File: src/hdl/sphere_drag_cd_re_evaluator_core_macros.svh
// Assertion helpers used by the evaluator core.
`ifndef SPHERE_DRAG_CD_RE_EVALUATOR_CORE_MACROS_SVH
`define SPHERE_DRAG_CD_RE_EVALUATOR_CORE_MACROS_SVH

// Implication checked at every rising clock edge outside reset.
`define SDRE_ASSERT_IMP(label, clk, rst_n, ante, cons, msg) \
  label: assert property (@(posedge clk) disable iff (!rst_n) (ante) |-> (cons)) \
    else $error(msg);

// Condition that must never be seen outside reset.
`define SDRE_ASSERT_NEVER(label, clk, rst_n, cond, msg) \
  label: assert property (@(posedge clk) disable iff (!rst_n) !(cond)) \
    else $error(msg);

`endif

File: src/hdl/sdre_pkg.sv
package sdre_pkg;

  localparam int unsigned FRAC_BITS_DEF   = 16;
  localparam int unsigned QUEUE_DEPTH_DEF = 4;
  localparam int unsigned EXP_STEPS       = 24;

  // Q24 constants
  localparam logic signed [31:0] K_082     = 32'sd13757317;
  localparam logic signed [31:0] K_LOGTERM = 32'sd252522;
  localparam logic signed [31:0] K_06305   = 32'sd10578035;
  localparam logic signed [31:0] K_045     = 32'sd7549747;
  localparam logic [21:0]        K_01315   = 22'd2206204;
  localparam logic [21:0]        K_01935   = 22'd3246391;
  localparam logic [22:0]        K_044     = 23'd7381975;

  typedef enum logic [2:0] {
    REGION_STOKES = 3'd0,
    REGION_LOW    = 3'd1,
    REGION_MID    = 3'd2,
    REGION_HIGH   = 3'd3,
    REGION_NEWTON = 3'd4
  } region_e;

  typedef struct packed {
    logic [31:0] x;
    region_e     region;
    logic [4:0]  lead;
    logic [30:0] mant;
  } item_t;

  typedef struct packed {
    logic [31:0] x;
    region_e     region;
  } carry_t;

  typedef struct packed {
    logic [31:0] drag;
    region_e     region;
    logic        sat;
  } res_t;

  function automatic logic [63:0] isqrt64(input logic [63:0] v);
    logic [63:0] rem;
    logic [63:0] res;
    logic [63:0] bt;
    rem = v;
    res = '0;
    bt  = 64'h4000_0000_0000_0000;
    for (int j = 0; j < 32; j++) begin
      if (rem >= res + bt) begin
        rem = rem - (res + bt);
        res = (res >> 1) + bt;
      end else begin
        res = res >> 1;
      end
      bt = bt >> 2;
    end
    return res;
  endfunction

  // c_k = floor(sqrt(c_(k-1) * 2^30)), c_0 = 2^31; entry k-1 holds c_k
  function automatic logic [EXP_STEPS*31-1:0] root_tab_f();
    logic [63:0]              c;
    logic [EXP_STEPS*31-1:0]  tab;
    c   = 64'd1 << 31;
    tab = '0;
    for (int k = 1; k <= EXP_STEPS; k++) begin
      c = isqrt64(c << 30);
      tab[(k-1)*31 +: 31] = c[30:0];
    end
    return tab;
  endfunction

  localparam logic [EXP_STEPS*31-1:0] ROOT_TAB = root_tab_f();

endpackage

File: src/hdl/sdre_queue.sv
module sdre_queue #(
  parameter int unsigned Depth = sdre_pkg::QUEUE_DEPTH_DEF
) (
  input  logic            clk_i,
  input  logic            rst_ni,
  input  logic            vld_i,
  output logic            rdy_o,
  input  sdre_pkg::item_t item_i,
  output logic            vld_o,
  input  logic            rdy_i,
  output sdre_pkg::item_t item_o
);

  localparam int unsigned PtrW = (Depth > 1) ? $clog2(Depth) : 1;
  localparam int unsigned CntW = $clog2(Depth + 1);
  localparam logic [PtrW-1:0] LastPtr = PtrW'(Depth - 1);

  sdre_pkg::item_t mem_q [Depth];
  logic [PtrW-1:0] wr_q, rd_q;
  logic [CntW-1:0] cnt_q;
  logic            push, pop;

  assign rdy_o  = (cnt_q != CntW'(Depth));
  assign vld_o  = (cnt_q != '0);
  assign item_o = mem_q[rd_q];
  assign push   = vld_i && rdy_o;
  assign pop    = vld_o && rdy_i;

  always_ff @(posedge clk_i or negedge rst_ni) begin
    if (!rst_ni) begin
      wr_q  <= '0;
      rd_q  <= '0;
      cnt_q <= '0;
    end else begin
      if (push) wr_q <= (wr_q == LastPtr) ? '0 : wr_q + 1'b1;
      if (pop)  rd_q <= (rd_q == LastPtr) ? '0 : rd_q + 1'b1;
      if (push && !pop)      cnt_q <= cnt_q + 1'b1;
      else if (pop && !push) cnt_q <= cnt_q - 1'b1;
    end
  end

  always_ff @(posedge clk_i) begin
    if (push) mem_q[wr_q] <= item_i;
  end

endmodule

File: config.mk
export PLATFORM = sky130hd
export DESIGN_NAME = sdre_queue
export DESIGN_NICKNAME = d
export VERILOG_FILES = /design/src/hdl/sphere_drag_cd_re_evaluator_core_macros.svh /design/src/hdl/sdre_pkg.sv /design/src/hdl/sdre_queue.sv
export SDC_FILE = /design/constraint.sdc
export NUM_CORES = 1
export LEC_CHECK = 0
export ABC_AREA = 1
export BUFFER_PORTS_ARGS = -buffer_cell sky130_fd_sc_hd__buf_4
export CORE_MARGIN = 4
export CORE_UTILIZATION = 50
export DETAILED_ROUTE_END_ITERATION = 10
export PLACE_DENSITY = 0.7
export SLEW_MARGIN = 20
export SYNTH_ARGS = -nofsm -noshare
export SYNTH_HDL_FRONTEND = slang
export SYNTH_SLANG_ARGS = --single-unit
File: constraint.sdc
create_clock -name clk_i -period 12.25 [get_ports clk_i]
set_input_delay 2.45 -clock clk_i [delete_from_list [all_inputs] [get_ports clk_i]]
set_output_delay 2.45 -clock clk_i [all_outputs]
set_load 0.03 [all_outputs]
==> After elaboration in Yosys (flattened, before gate mapping) <==
Memory sizes are Yosys's and may differ from the RTL's.
Cells that the tools add are included.
{ "op_classes": {"reduce_logical": 8, "muxes": 6, "n_addsub": 4, "n_eq_ne": 3} }
{ "op_table": {"columns": ["operator", "count"], "rows": [
  ["$mux 3", 2],
  ["$add 2x1->2 const B", 2],
  ["$eq 2x2->1 const B", 2],
  ["$logic_and 1x1->1", 4],
  ["$mux 2", 2],
  ["$add 3x1->3 const B", 1],
  ["$ne 3x3->1 const B", 1],
  ["$reduce_bool 3->1", 1],
  ["$sub 3x1->3 const B", 1],
  ["$logic_not 1->1", 2],
  ["$mux 1", 2],
  ["$reduce_bool 2->1", 1]
]} }
{ "word_totals": {"ram_bits": 284, "input_bits": 75, "elab_cells": 25, "memories": 1, "reg_bits": 7, "output_inout_bits": 73} }
{ "memory_table": {"columns": ["name", "words", "word_bits", "read_ports", "rd_clocked_by_memory_dff", "write_ports", "line_no", "source"], "rows": [
  ["mem_q", 4, 71, 1, 0, 1, "sdre_queue.sv:18", "sdre_pkg::item_t mem_q [Depth];"]
]} }

==> Logic depth before layout (Yosys ltp) <==
{ "depth": {"word_depth": 6, "depth_mapped": 12, "mapped_depth_nobuf": 12} }

==> Least setup slack after synthesis <==
OpenSTA, ideal clock, no wires.
{ "synth_timing": {"kind": "input to register", "startpoint": "input port vld_i", "endpoint": "memory mem_q[0][0] in the netlist's numbering (enable)", "setup_ns": 0.501, "arrival_time_ns": 5.598, "path_buffers": 0, "path_slack_ns": 6.151, "path_stages": 2, "cell_sequence": "nand2_1 -> nor2_1"} }
{ "synth_via": {"elab_chain_cells": 3} }
{ "synth_rtl": {"columns": ["element", "line_no", "source"], "rows": [
  ["start, declared", "sdre_queue.sv:6", "input logic vld_i,"],
  ["$logic_and 1x1->1", "sdre_queue.sv:26", "assign push = vld_i && rdy_o;"],
  ["$mux 1", "sdre_queue.sv:43", "if (push) mem_q[wr_q] <= item_i;"],
  ["$mux 1 (not written as such)", "sdre_queue.sv:43", null],
  ["end, declared", "sdre_queue.sv:18", null]
]} }
Every way passes these cells.

==> reports/results.tsv <==
metric	value	unit
status	complete, no violations	
Post-layout nets	1112	
Worst setup EP type	primary output	
Num CTS Buffers	30	
WL met3	1250	um
Fmax	177	MHz
Die Y	164	um
DRC	0	
Crit path max-delay family	buffers and inverters	
global-route usage over all layers	16.9	%
top sig layer	met4	
worst-margin pin slew	990	ps
Initial Utilization	51.4	%
# rows	56	
share of cells above drive strength 1	27.0	%
# setup viols final	0	
setup bufs post-CTS	0	
Post-Route Setup TNS	0	ps
worst min-delay path class	flop to flop	
Avg Inst Size Synth	13.7	um^2
H-tree depth	1	
RSZ-0062 raised after global routing	false	
worst skew pair latency	540	ps
final period utilization	46.1	%
Die Footprint	0.0269	mm^2
Placement Cell Area	0.0134	mm^2
CTS tree	yes	
Ys Warns	0	
# port buffers	147	
via count	6811	
Final Instance Area	0.0143	mm^2
wl on met1	9410	um
worst-case clock skew	11.8	ps
Seq cells post-synth	291	
antenna cells	0	
Worst Path Required	9800	ps
total of max-cap violations	0	
Leak	5.70	nW
max-slew violation count	0	
first-pass GRT wire length	35700	um
slowest stage cell on the critical path	buf_4	
clock root cell	clkbuf_16	
pin count of the biggest net entering global routing	101	
antenna viol nets, final	0	
Syn-to-layout area delta	17.7	%
crit path time final	5640	ps
Ports	148	
grt total ovfl	0	
Routed wire per std cell	16.4	um
startpoint types	flop	
CORE AREA	0.0237	mm^2
Netlist cell types	19	
final-report hold violation count	0	
CTS max path bufs	3	
Peak VDD IR	0.000228	V
Post-CTS Hold Fix Bufs	0	
dpl hpwl	12800	um
vias in the first global route	6876	
initial antenna violation count	0	
CTS sink cnt	291	
Buf/Inv on CP	3	
crit path DAT	3190	ps
cts repair resizes	0	
DR vias/cell	4.97	
Met2 Wirelength	11300	um
DRT Wirelength	22400	um
Seq/Total Area, Yosys	71.5	%
worst-path cell chain	buf_6 > buf_4 > nand2_1 > o211ai_2 > nand2_1 > buf_4	
Worst-path clk slew	60	ps
critical path class	flop to primary output	
initial drt markers	405	
power density over cell area	261	mW/mm^2
Critical Path Max Stage Delay	870	ps
post-layout util	60.5	%
Die W	164	um
placer's final routability congestion estimate	0.703	
Gate Count Post-Synth	887	
worst-path fanout max	100	
Post-Syn Area	0.0122	mm^2
slew margin rel.	33.9	%
DRT Pass-1 Iters	5	
syn nets	969	
[Yosys cell counts]
cell type | count | area, um^2
o211ai_1 | 71 | 533
edfxtp_1 | 284 | 8530
o211ai_2 | 71 | 888
buf_6 | 26 | 293
buf_2 | 18 | 90.1
ha_1 | 6 | 75.1
fa_1 | 1 | 20.0
o21ai_1 | 1 | 5.00
nand2_1 | 228 | 856
dfrtp_1 | 7 | 175
buf_8 | 1 | 15.0
inv_2 | 5 | 18.8
nor2_1 | 6 | 22.5
inv_1 | 151 | 567
buf_12 | 1 | 20.0
xnor2_1 | 1 | 8.76
nand4_1 | 1 | 6.26
buf_4 | 1 | 7.51
nand3_1 | 7 | 35.0
[sequential cells by signal, summed over array words and instances (netlist names)]
register / count
mem_q: 284
cnt_q: 3
wr_q: 2
rd_q: 2
[final timing paths]
| kind | depth (start not counted) | to | slack [ps] | start |
|---|---|---|---|---|
| max | 6 | item_o[52] | 6610 | rd_q[0]$_DFFE_PN0P_ |
| min | 2 | cnt_q[2]$_DFFE_PN0P_ | 520 | cnt_q[2]$_DFFE_PN0P_ |
| max reg2reg | 5 | mem_q[0][31]$_DFFE_PP_ | 9450 | cnt_q[0]$_DFFE_PN0P_ |
| min reg2reg | 2 | cnt_q[2]$_DFFE_PN0P_ | 520 | cnt_q[2]$_DFFE_PN0P_ |
| max in group asynchronous | 1 | rd_q[1]$_DFFE_PN0P_ | 10390 | rst_ni |
| min in group asynchronous | 1 | rd_q[0]$_DFFE_PN0P_ | 1720 | rst_ni |
[worst reg2reg max path: stages (launching register included)]
cell and delay, ps:
dfrtp_1 430, inv_2 60, nand3_1 160, nand2_1 320
nor2_4 670, buf_4 730
[cell usage in the layout (no fill, tap or decap), drive strengths merged]
master,netlist,layout
edfxtp,284,284
nand2,228,228
buf,47,158
inv,156,156
o211ai,142,142
clkbuf,0,36
clkinv,0,15
nand3,7,7
dfrtp,7,7
ha,6,6
nor2,6,6
bufinv,0,2
o21ai,1,1
xnor2,1,1
nand4,1,1
fa,1,1
clkinvlp,0,1
[layout make-up]
cell class	count	area [um^2]
tap	319	399
inverter	156	586
clock buffer	36	795
clock inverter	18	140
sequential	291	8710
timing repair buffer	158	1210
multi-input combinational	393	2480
fill	1887	9360
[metrics by stage]
stage	hold slack [ps]	power [mW]	cells	worst slack (ps)
6_report	523	3.74	1371	6610
5_1_grt	579	3.97	1371	6370
4_1_cts	529	3.79	1370	6360
3_5_place_dp	514	2.93	1316	6950
3_3_place_gp	500	2.91	1316	7000
2_1_floorplan	482	2.52	887	6150
[per-layer routing]
layer	vias to the layer above	GRT usage, %
met3	36	3.44
met2	149	29.6
met5	-	0
li1	3360	-
met1	3266	21.3
met4	0	4.84
[cell families (layout without fill, tap and decap cells)]
group	Yosys count	after routing	share of synthesized area, %
flops	291	291	71.5
simple gates	242	242	7.56
buf+inv	203	368	8.31
compound gates	143	143	11.7
fa+ha+maj	7	7	0.782
xor+xnor	1	1	0.0720
[report_power, final]
part	internal, mW	leakage, nW	switching [mW]
registers	1.31	2.68	0.0812
logic	0.483	2.55	1.02
clock network	0.501	0.463	0.354
Note: power is estimated with default switching activity, not from simulation.
