`src/hdl/sphere_drag_cd_re_evaluator_core_macros.svh`:
```
// Assertion helpers used by the evaluator core.
`ifndef SPHERE_DRAG_CD_RE_EVALUATOR_CORE_MACROS_SVH
`define SPHERE_DRAG_CD_RE_EVALUATOR_CORE_MACROS_SVH

// Implication checked at every rising clock edge outside reset.
`define SDRE_ASSERT_IMP(label, clk, rst_n, ante, cons, msg) \
  label: assert property (@(posedge clk) disable iff (!rst_n) (ante) |-> (cons)) \
    else $error(msg);

// Condition that must never be seen outside reset.
`define SDRE_ASSERT_NEVER(label, clk, rst_n, cond, msg) \
  label: assert property (@(posedge clk) disable iff (!rst_n) !(cond)) \
    else $error(msg);

`endif

```
`src/hdl/sdre_pkg.sv`:
```
package sdre_pkg;

  localparam int unsigned FRAC_BITS_DEF   = 16;
  localparam int unsigned QUEUE_DEPTH_DEF = 4;
  localparam int unsigned EXP_STEPS       = 24;

  // Q24 constants
  localparam logic signed [31:0] K_082     = 32'sd13757317;
  localparam logic signed [31:0] K_LOGTERM = 32'sd252522;
  localparam logic signed [31:0] K_06305   = 32'sd10578035;
  localparam logic signed [31:0] K_045     = 32'sd7549747;
  localparam logic [21:0]        K_01315   = 22'd2206204;
  localparam logic [21:0]        K_01935   = 22'd3246391;
  localparam logic [22:0]        K_044     = 23'd7381975;

  typedef enum logic [2:0] {
    REGION_STOKES = 3'd0,
    REGION_LOW    = 3'd1,
    REGION_MID    = 3'd2,
    REGION_HIGH   = 3'd3,
    REGION_NEWTON = 3'd4
  } region_e;

  typedef struct packed {
    logic [31:0] x;
    region_e     region;
    logic [4:0]  lead;
    logic [30:0] mant;
  } item_t;

  typedef struct packed {
    logic [31:0] x;
    region_e     region;
  } carry_t;

  typedef struct packed {
    logic [31:0] drag;
    region_e     region;
    logic        sat;
  } res_t;

  function automatic logic [63:0] isqrt64(input logic [63:0] v);
    logic [63:0] rem;
    logic [63:0] res;
    logic [63:0] bt;
    rem = v;
    res = '0;
    bt  = 64'h4000_0000_0000_0000;
    for (int j = 0; j < 32; j++) begin
      if (rem >= res + bt) begin
        rem = rem - (res + bt);
        res = (res >> 1) + bt;
      end else begin
        res = res >> 1;
      end
      bt = bt >> 2;
    end
    return res;
  endfunction

  // c_k = floor(sqrt(c_(k-1) * 2^30)), c_0 = 2^31; entry k-1 holds c_k
  function automatic logic [EXP_STEPS*31-1:0] root_tab_f();
    logic [63:0]              c;
    logic [EXP_STEPS*31-1:0]  tab;
    c   = 64'd1 << 31;
    tab = '0;
    for (int k = 1; k <= EXP_STEPS; k++) begin
      c = isqrt64(c << 30);
      tab[(k-1)*31 +: 31] = c[30:0];
    end
    return tab;
  endfunction

  localparam logic [EXP_STEPS*31-1:0] ROOT_TAB = root_tab_f();

endpackage

```
`src/hdl/sdre_front.sv`:
```
module sdre_front #(
  parameter int unsigned FracBits = sdre_pkg::FRAC_BITS_DEF
) (
  input  logic            clk_i,
  input  logic            rst_ni,
  input  logic            vld_i,
  output logic            rdy_o,
  input  logic [31:0]     reynolds_i,
  output logic            vld_o,
  input  logic            rdy_i,
  output sdre_pkg::item_t item_o
);

  localparam logic [63:0] ThrStokes = ((64'd1 << FracBits) + 64'd5) / 64'd10;
  localparam logic [63:0] ThrLow    = 64'd2 << FracBits;
  localparam logic [63:0] ThrMid    = 64'd20 << FracBits;
  localparam logic [63:0] ThrHigh   = 64'd260 << FracBits;

  logic            vld_q;
  sdre_pkg::item_t item_q, item_d;
  logic [63:0]     xw;

  assign xw = {32'd0, reynolds_i};

  always_comb begin
    item_d.x    = reynolds_i;
    item_d.lead = '0;
    for (int b = 0; b < 32; b++) begin
      if (reynolds_i[b]) item_d.lead = 5'(b);
    end
    if (item_d.lead <= 5'd30) begin
      item_d.mant = 31'(reynolds_i << (5'd30 - item_d.lead));
    end else begin
      item_d.mant = reynolds_i[31:1];
    end
    if (xw < ThrStokes)    item_d.region = sdre_pkg::REGION_STOKES;
    else if (xw < ThrLow)  item_d.region = sdre_pkg::REGION_LOW;
    else if (xw < ThrMid)  item_d.region = sdre_pkg::REGION_MID;
    else if (xw < ThrHigh) item_d.region = sdre_pkg::REGION_HIGH;
    else                   item_d.region = sdre_pkg::REGION_NEWTON;
  end

  assign rdy_o  = !vld_q || rdy_i;
  assign vld_o  = vld_q;
  assign item_o = item_q;

  always_ff @(posedge clk_i or negedge rst_ni) begin
    if (!rst_ni) begin
      vld_q <= 1'b0;
    end else if (rdy_o) begin
      vld_q <= vld_i;
    end
  end

  always_ff @(posedge clk_i) begin
    if (rdy_o && vld_i) item_q <= item_d;
  end

endmodule

```
`config.mk`:
```
export PLATFORM = sky130hd
export DESIGN_NAME = sdre_front
export DESIGN_NICKNAME = d
export VERILOG_FILES = /design/src/hdl/sphere_drag_cd_re_evaluator_core_macros.svh /design/src/hdl/sdre_pkg.sv /design/src/hdl/sdre_front.sv
export SDC_FILE = /design/constraint.sdc
export NUM_CORES = 1
export LEC_CHECK = 0
export ABC_AREA = 0
export BUFFER_PORTS_ARGS = -buffer_cell sky130_fd_sc_hd__buf_4
export CORE_MARGIN = 2
export CORE_UTILIZATION = 46
export CTS_BUF_LIST = sky130_fd_sc_hd__clkbuf_4
export DETAILED_ROUTE_END_ITERATION = 8
export HOLD_SLACK_MARGIN = 0.06
export PLACE_DENSITY = 0.7
export RECOVER_POWER = 100
export SYNTH_ARGS = -nofsm -noshare
export SYNTH_HDL_FRONTEND = slang
export SYNTH_SLANG_ARGS = --single-unit
```
`constraint.sdc`:
```
create_clock -name clk_i -period 5.1 [get_ports clk_i]
set_clock_uncertainty 0.05 [all_clocks]
set_input_delay 0.51 -clock clk_i [delete_from_list [all_inputs] [get_ports clk_i]]
set_output_delay 0.51 -clock clk_i [all_outputs]
set_load 0.03 [all_outputs]
```
## Word-level counts from Yosys, hierarchy flattened

Index checks and enable logic that the tools add are counted.

| storage, ports and cells | value |
|---|---|
| register bits after elaboration | 72 |
| input port bits | 36 |

| operators by class | value |
|---|---|
| shift-type cells | 1 |
| $lt $le $gt $ge | 5 |
| muxes and demuxes | 35 |
| reduce and logical (&&, ||, !) cells | 5 |
| add/sub/neg operators | 1 |

Operators by type and width:

| kind | count |
|---|---|
| 5-bit 2-to-1 mux | 29 |
| 32-bit by 13-bit less-than comparator with 1-bit output (second input constant) | 1 |
| 32-bit by 18-bit less-than comparator with 1-bit output (second input constant) | 1 |
| 32-bit by 21-bit less-than comparator with 1-bit output (second input constant) | 1 |
| 32-bit by 25-bit less-than comparator with 1-bit output (second input constant) | 1 |
| 32-bit by 5-bit left shift with 31-bit output | 1 |
| 31-bit 2-to-1 mux | 1 |
| 5-bit <= comparator (second input constant) | 1 |
| 5-bit subtractor (first input constant) | 1 |
| 2-bit 2-to-1 mux | 2 |
| 3-bit 2-to-1 mux | 1 |
| 3-bit OR reduction | 1 |
| 1-bit 2-to-1 mux | 2 |
| 2-bit OR reduction | 1 |
| 1-bit logical AND | 1 |
| 1-bit logical NOT | 1 |
| 1-bit logical OR | 1 |

## Depth between registers and ports, before layout

| depth | value |
|---|---|
| depth in word-level cells | 34 |
| mapped depth | 16 |

## Least setup slack after synthesis

Ideal clock, no wire load.

| path | value |
|---|---|
| kind | input -> register |
| from | in reynolds_i[29] |
| to | reg item_q, in the netlist item_o[30] (data pin) |
| slack | 1.338 ns |
| path buffers | 4 |
| required time | 4.791 ns |
| cell stages on the path | 13 |
| arrival | 3.453 ns |
| cell sequence | buf_6 -> or3_4 -> nand4bb_4 -> o211ai_4 -> inv_4 -> buf_6 -> buf_6 -> ha_1 -> xor2_1 -> buf_2 -> mux2i_1 -> mux2i_1 -> a211o_1 |

RTL lines:

| element | RTL line | RTL |
|---|---|---|
| start: declaration | sdre_front.sv:8 | `input logic [31:0] reynolds_i,` |
| end signal: assignment | sdre_front.sv:56 | `if (rdy_o && vld_i) item_q <= item_d;` |
| end: declaration | sdre_front.sv:20 | `sdre_pkg::item_t item_q, item_d;` |

==> metrics.txt <==
status=complete, but fails checks; failing checks=capacitance limit, slew limit; mux cell area share after synthesis=between 10% and 20%; dpl hpwl=approximately 12000 µm; Post-Route WL=about 16000 µm; Worst slew margin=-57.0%; Ports=around 110; CTS tree=yes; first-pass GRT wire length=roughly 24000 µm; Total Power=between 1500 and 2000 µW; reg2reg start=vld_o; Vias=4291; DRC viols=0; worst-path fanout max=28; Worst Max-Slew Pin Slew=2.35 ns; total overflow reported by the global router=0; critical path endpoint=item_o[28]; crit share post-route=between 80% and 90%; clk slew on worst S/H paths=0.12 ns; Post-synth EDFFs=approximately 70; Final Max Tran Viols=52; GPL Wtd Cong=approximately 0.97; Synth Register Bits=roughly 70; Die Span X=about 100 µm; fmax=220 MHz; Rows=36; Compound-Gate Fraction of Synth Area=between 15 and 20%; Clock Path Buffers=2; adder and majority cell fraction of the synthesized area=less than 1%; Synth Area in Simple Gates=between 10% and 20%; Area Overhead vs Synth=14.4%; die area=between 0.01 and 0.015 mm²; total core area=between 0.009 and 0.01 mm²; Synthesized Nets=between 400 and 500; critical path required time=~5.2 ns; fin nets=between 500 and 600; sequential share of the synthesized area=between 40% and 50%; startpoint type of the worst setup path=input pin; pwr/cell area=between 300 and 400 mW/mm²; initial core utilization=approximately 48%; leak pwr=between 0.0015 and 0.002 µW; Worst Reg-to-Reg Cells=3; endpoint type of the worst setup path=flop; Tot GR Track Use=29.3%; Hold Crit Class=input pin to flop; Syn Area/Cell=around 11 µm²; sum of negative setup slack=0 ns; Clock Latency Late Sink=roughly 0.44 ns; Non-Filler Instances=approximately 670; Cells after Synth=between 400 and 500; Max VDD drop=0.163 mV; Num Clock Sinks=roughly 70; Synth Cell Area=about 0.0047 mm²; CTS HTree Levels=3; Top FF cell, synth=edfxtp_1; initial antenna violation count=0; Vert. Die Dim=105 µm; number of diodes=0; Finish-stage setup viols=0; synth unique cells=68; largest net degree at the start of global routing=37; Detail Route Antenna Nets=0; Ys Warns=0; DR vias/cell=~6.4; worst r2r dst=item_o[39]; WL/cell=24.1 µm; CP Class=input pin to flop; Tmin final=between 4 and 5 ns; Max-cap violations=2; main combinational cell family by area after synthesis=compound AO/OA/AOI/OAI gates; Setup crit start=reynolds_i[24]; CTS Root Cell=clkbuf_4; quantity of gates resized following cts=0; CTS Buf Count=9; post-synthesis async set-or-reset flop share=under 10%; port bufs=approximately 110; RSZ-0062 raised after global routing=false; Crit path arrival time=between 4 and 5 ns; XOR/XNOR Fraction of Synth Area=under 10%; 1st-pass router iterations=5; vias in the first global route=slightly above 4000; Placed Instances=650; Iter 0 DRT Violations=434; Fin. Hold Viols=0; ratio of cells with drive above 1 in the final layout=11.6%; R2R Setup Slk=1.49 ns
[layer usage]
metal	part of all wire (%)	vias up	GRT usage, %
met5	0	-	0
met4	2.2	0	8.48
met3	8.8	29	5.74
met2	46	250	45.4
met1	43	2128	41.9
li1	-	1884	-
[worst min path at each step]
stage                       from    end  slack [ns]  cells past startpoint
after floorplan           rst_ni  vld_o        0.16                      0
after global placement    rst_ni  vld_o        0.24                      1
after detailed placement  rst_ni  vld_o        0.24                      1
after CTS                  vld_i  vld_o        0.19                      2
after global routing       vld_i  vld_o        0.20                      2
final                      vld_i  vld_o        0.21                      2
[sequential cells by signal (all words and copies together), names as in the netlist]
name    cells
item_o     71
vld_o       1
[cells by family after synthesis]
group / Yosys count
simple gates: 129
xor+xnor: 6
mux: 55
fa+ha+maj: 2
flops: 72
buf+inv: 42
compound gates: 120
[cells in the final DEF (no fill, tap or decap), types with 6 or more instances in the layout]
master    instances
inv_1             9
edfxtp_1         71
a211oi_1          8
nand2b_1          6
a221oi_1          6
clkbuf_1        107
a22oi_1          10
o21ai_0          15
mux2i_1          37
nand2_1          37
mux4_2            8
nor2_1           28
a211o_1           7
nor3_1           18
a21oi_1          13
buf_4            13
nand3_1          12
mux2_2            6
o211ai_1          6
clkbuf_4         11
o21ai_1           6
[where the power goes]
group          internal, µW  total [µW]  switching, µW
Sequential              714         725           10.9
Clock                   156         379            223
Combinational           194         619            425
[layout make-up]
type	count	area [µm²]
Fill cell	979	4480
Multi-Input combinational cell	312	2310
Sequential cell	72	2160
Timing Repair Buffer	123	522
Tap cell	133	166
Clock buffer	10	75.1
Clock inverter	6	67.6
Inverter	11	43.8
[Yosys cell counts (6+ instances only)]
library cell	count	share of area, %
mux4_2	8	3.9
o211ai_1	6	0.96
nor2_1	28	2.2
inv_1	9	0.72
nand2_1	37	3.0
o21ai_1	10	1.1
mux2i_1	37	7.9
a22oi_1	10	1.6
buf_2	9	0.96
nor3_1	18	1.9
edfxtp_1	71	46
a21oi_1	12	1.3
o21ai_0	11	1.2
a211o_1	7	1.3
nand2b_1	6	0.80
clkbuf_1	19	1.5
nand3_1	12	1.3
a221oi_1	6	1.1
a211oi_1	8	1.3
mux2_2	7	1.7
[timing repair]
item                                    4_1_cts  5_1_grt
endpoints found under the setup margin        0        0
setup buffers                                 0        0
endpoints found under the hold margin         1        0
hold buffers                                  1        0
[stage by stage]
stage	worst slack [ns]	util, %	hold slack, ns	cell area, µm²
after floorplan	1.34	-	0.164	4670
after global placement	0.821	57.3	0.235	5620
after detailed placement	0.776	57.3	0.237	5620
after CTS	1.24	58.8	0.192	5770
after global routing	0.476	54.4	0.195	5340
final	0.551	54.4	0.211	5340
[critical path: stages]
cell       delay [ns]
clkbuf_1         0.58
nand2b_1         0.19
a21oi_1          0.11
nand4bb_4        0.27
o211ai_4         0.51
inv_4            0.30
nand3_2          0.18
xor2_1           1.17
nand2_1          0.26
a32oi_1          0.43
o21ai_0          0.15
Note: power is estimated with default switching activity, not from simulation.
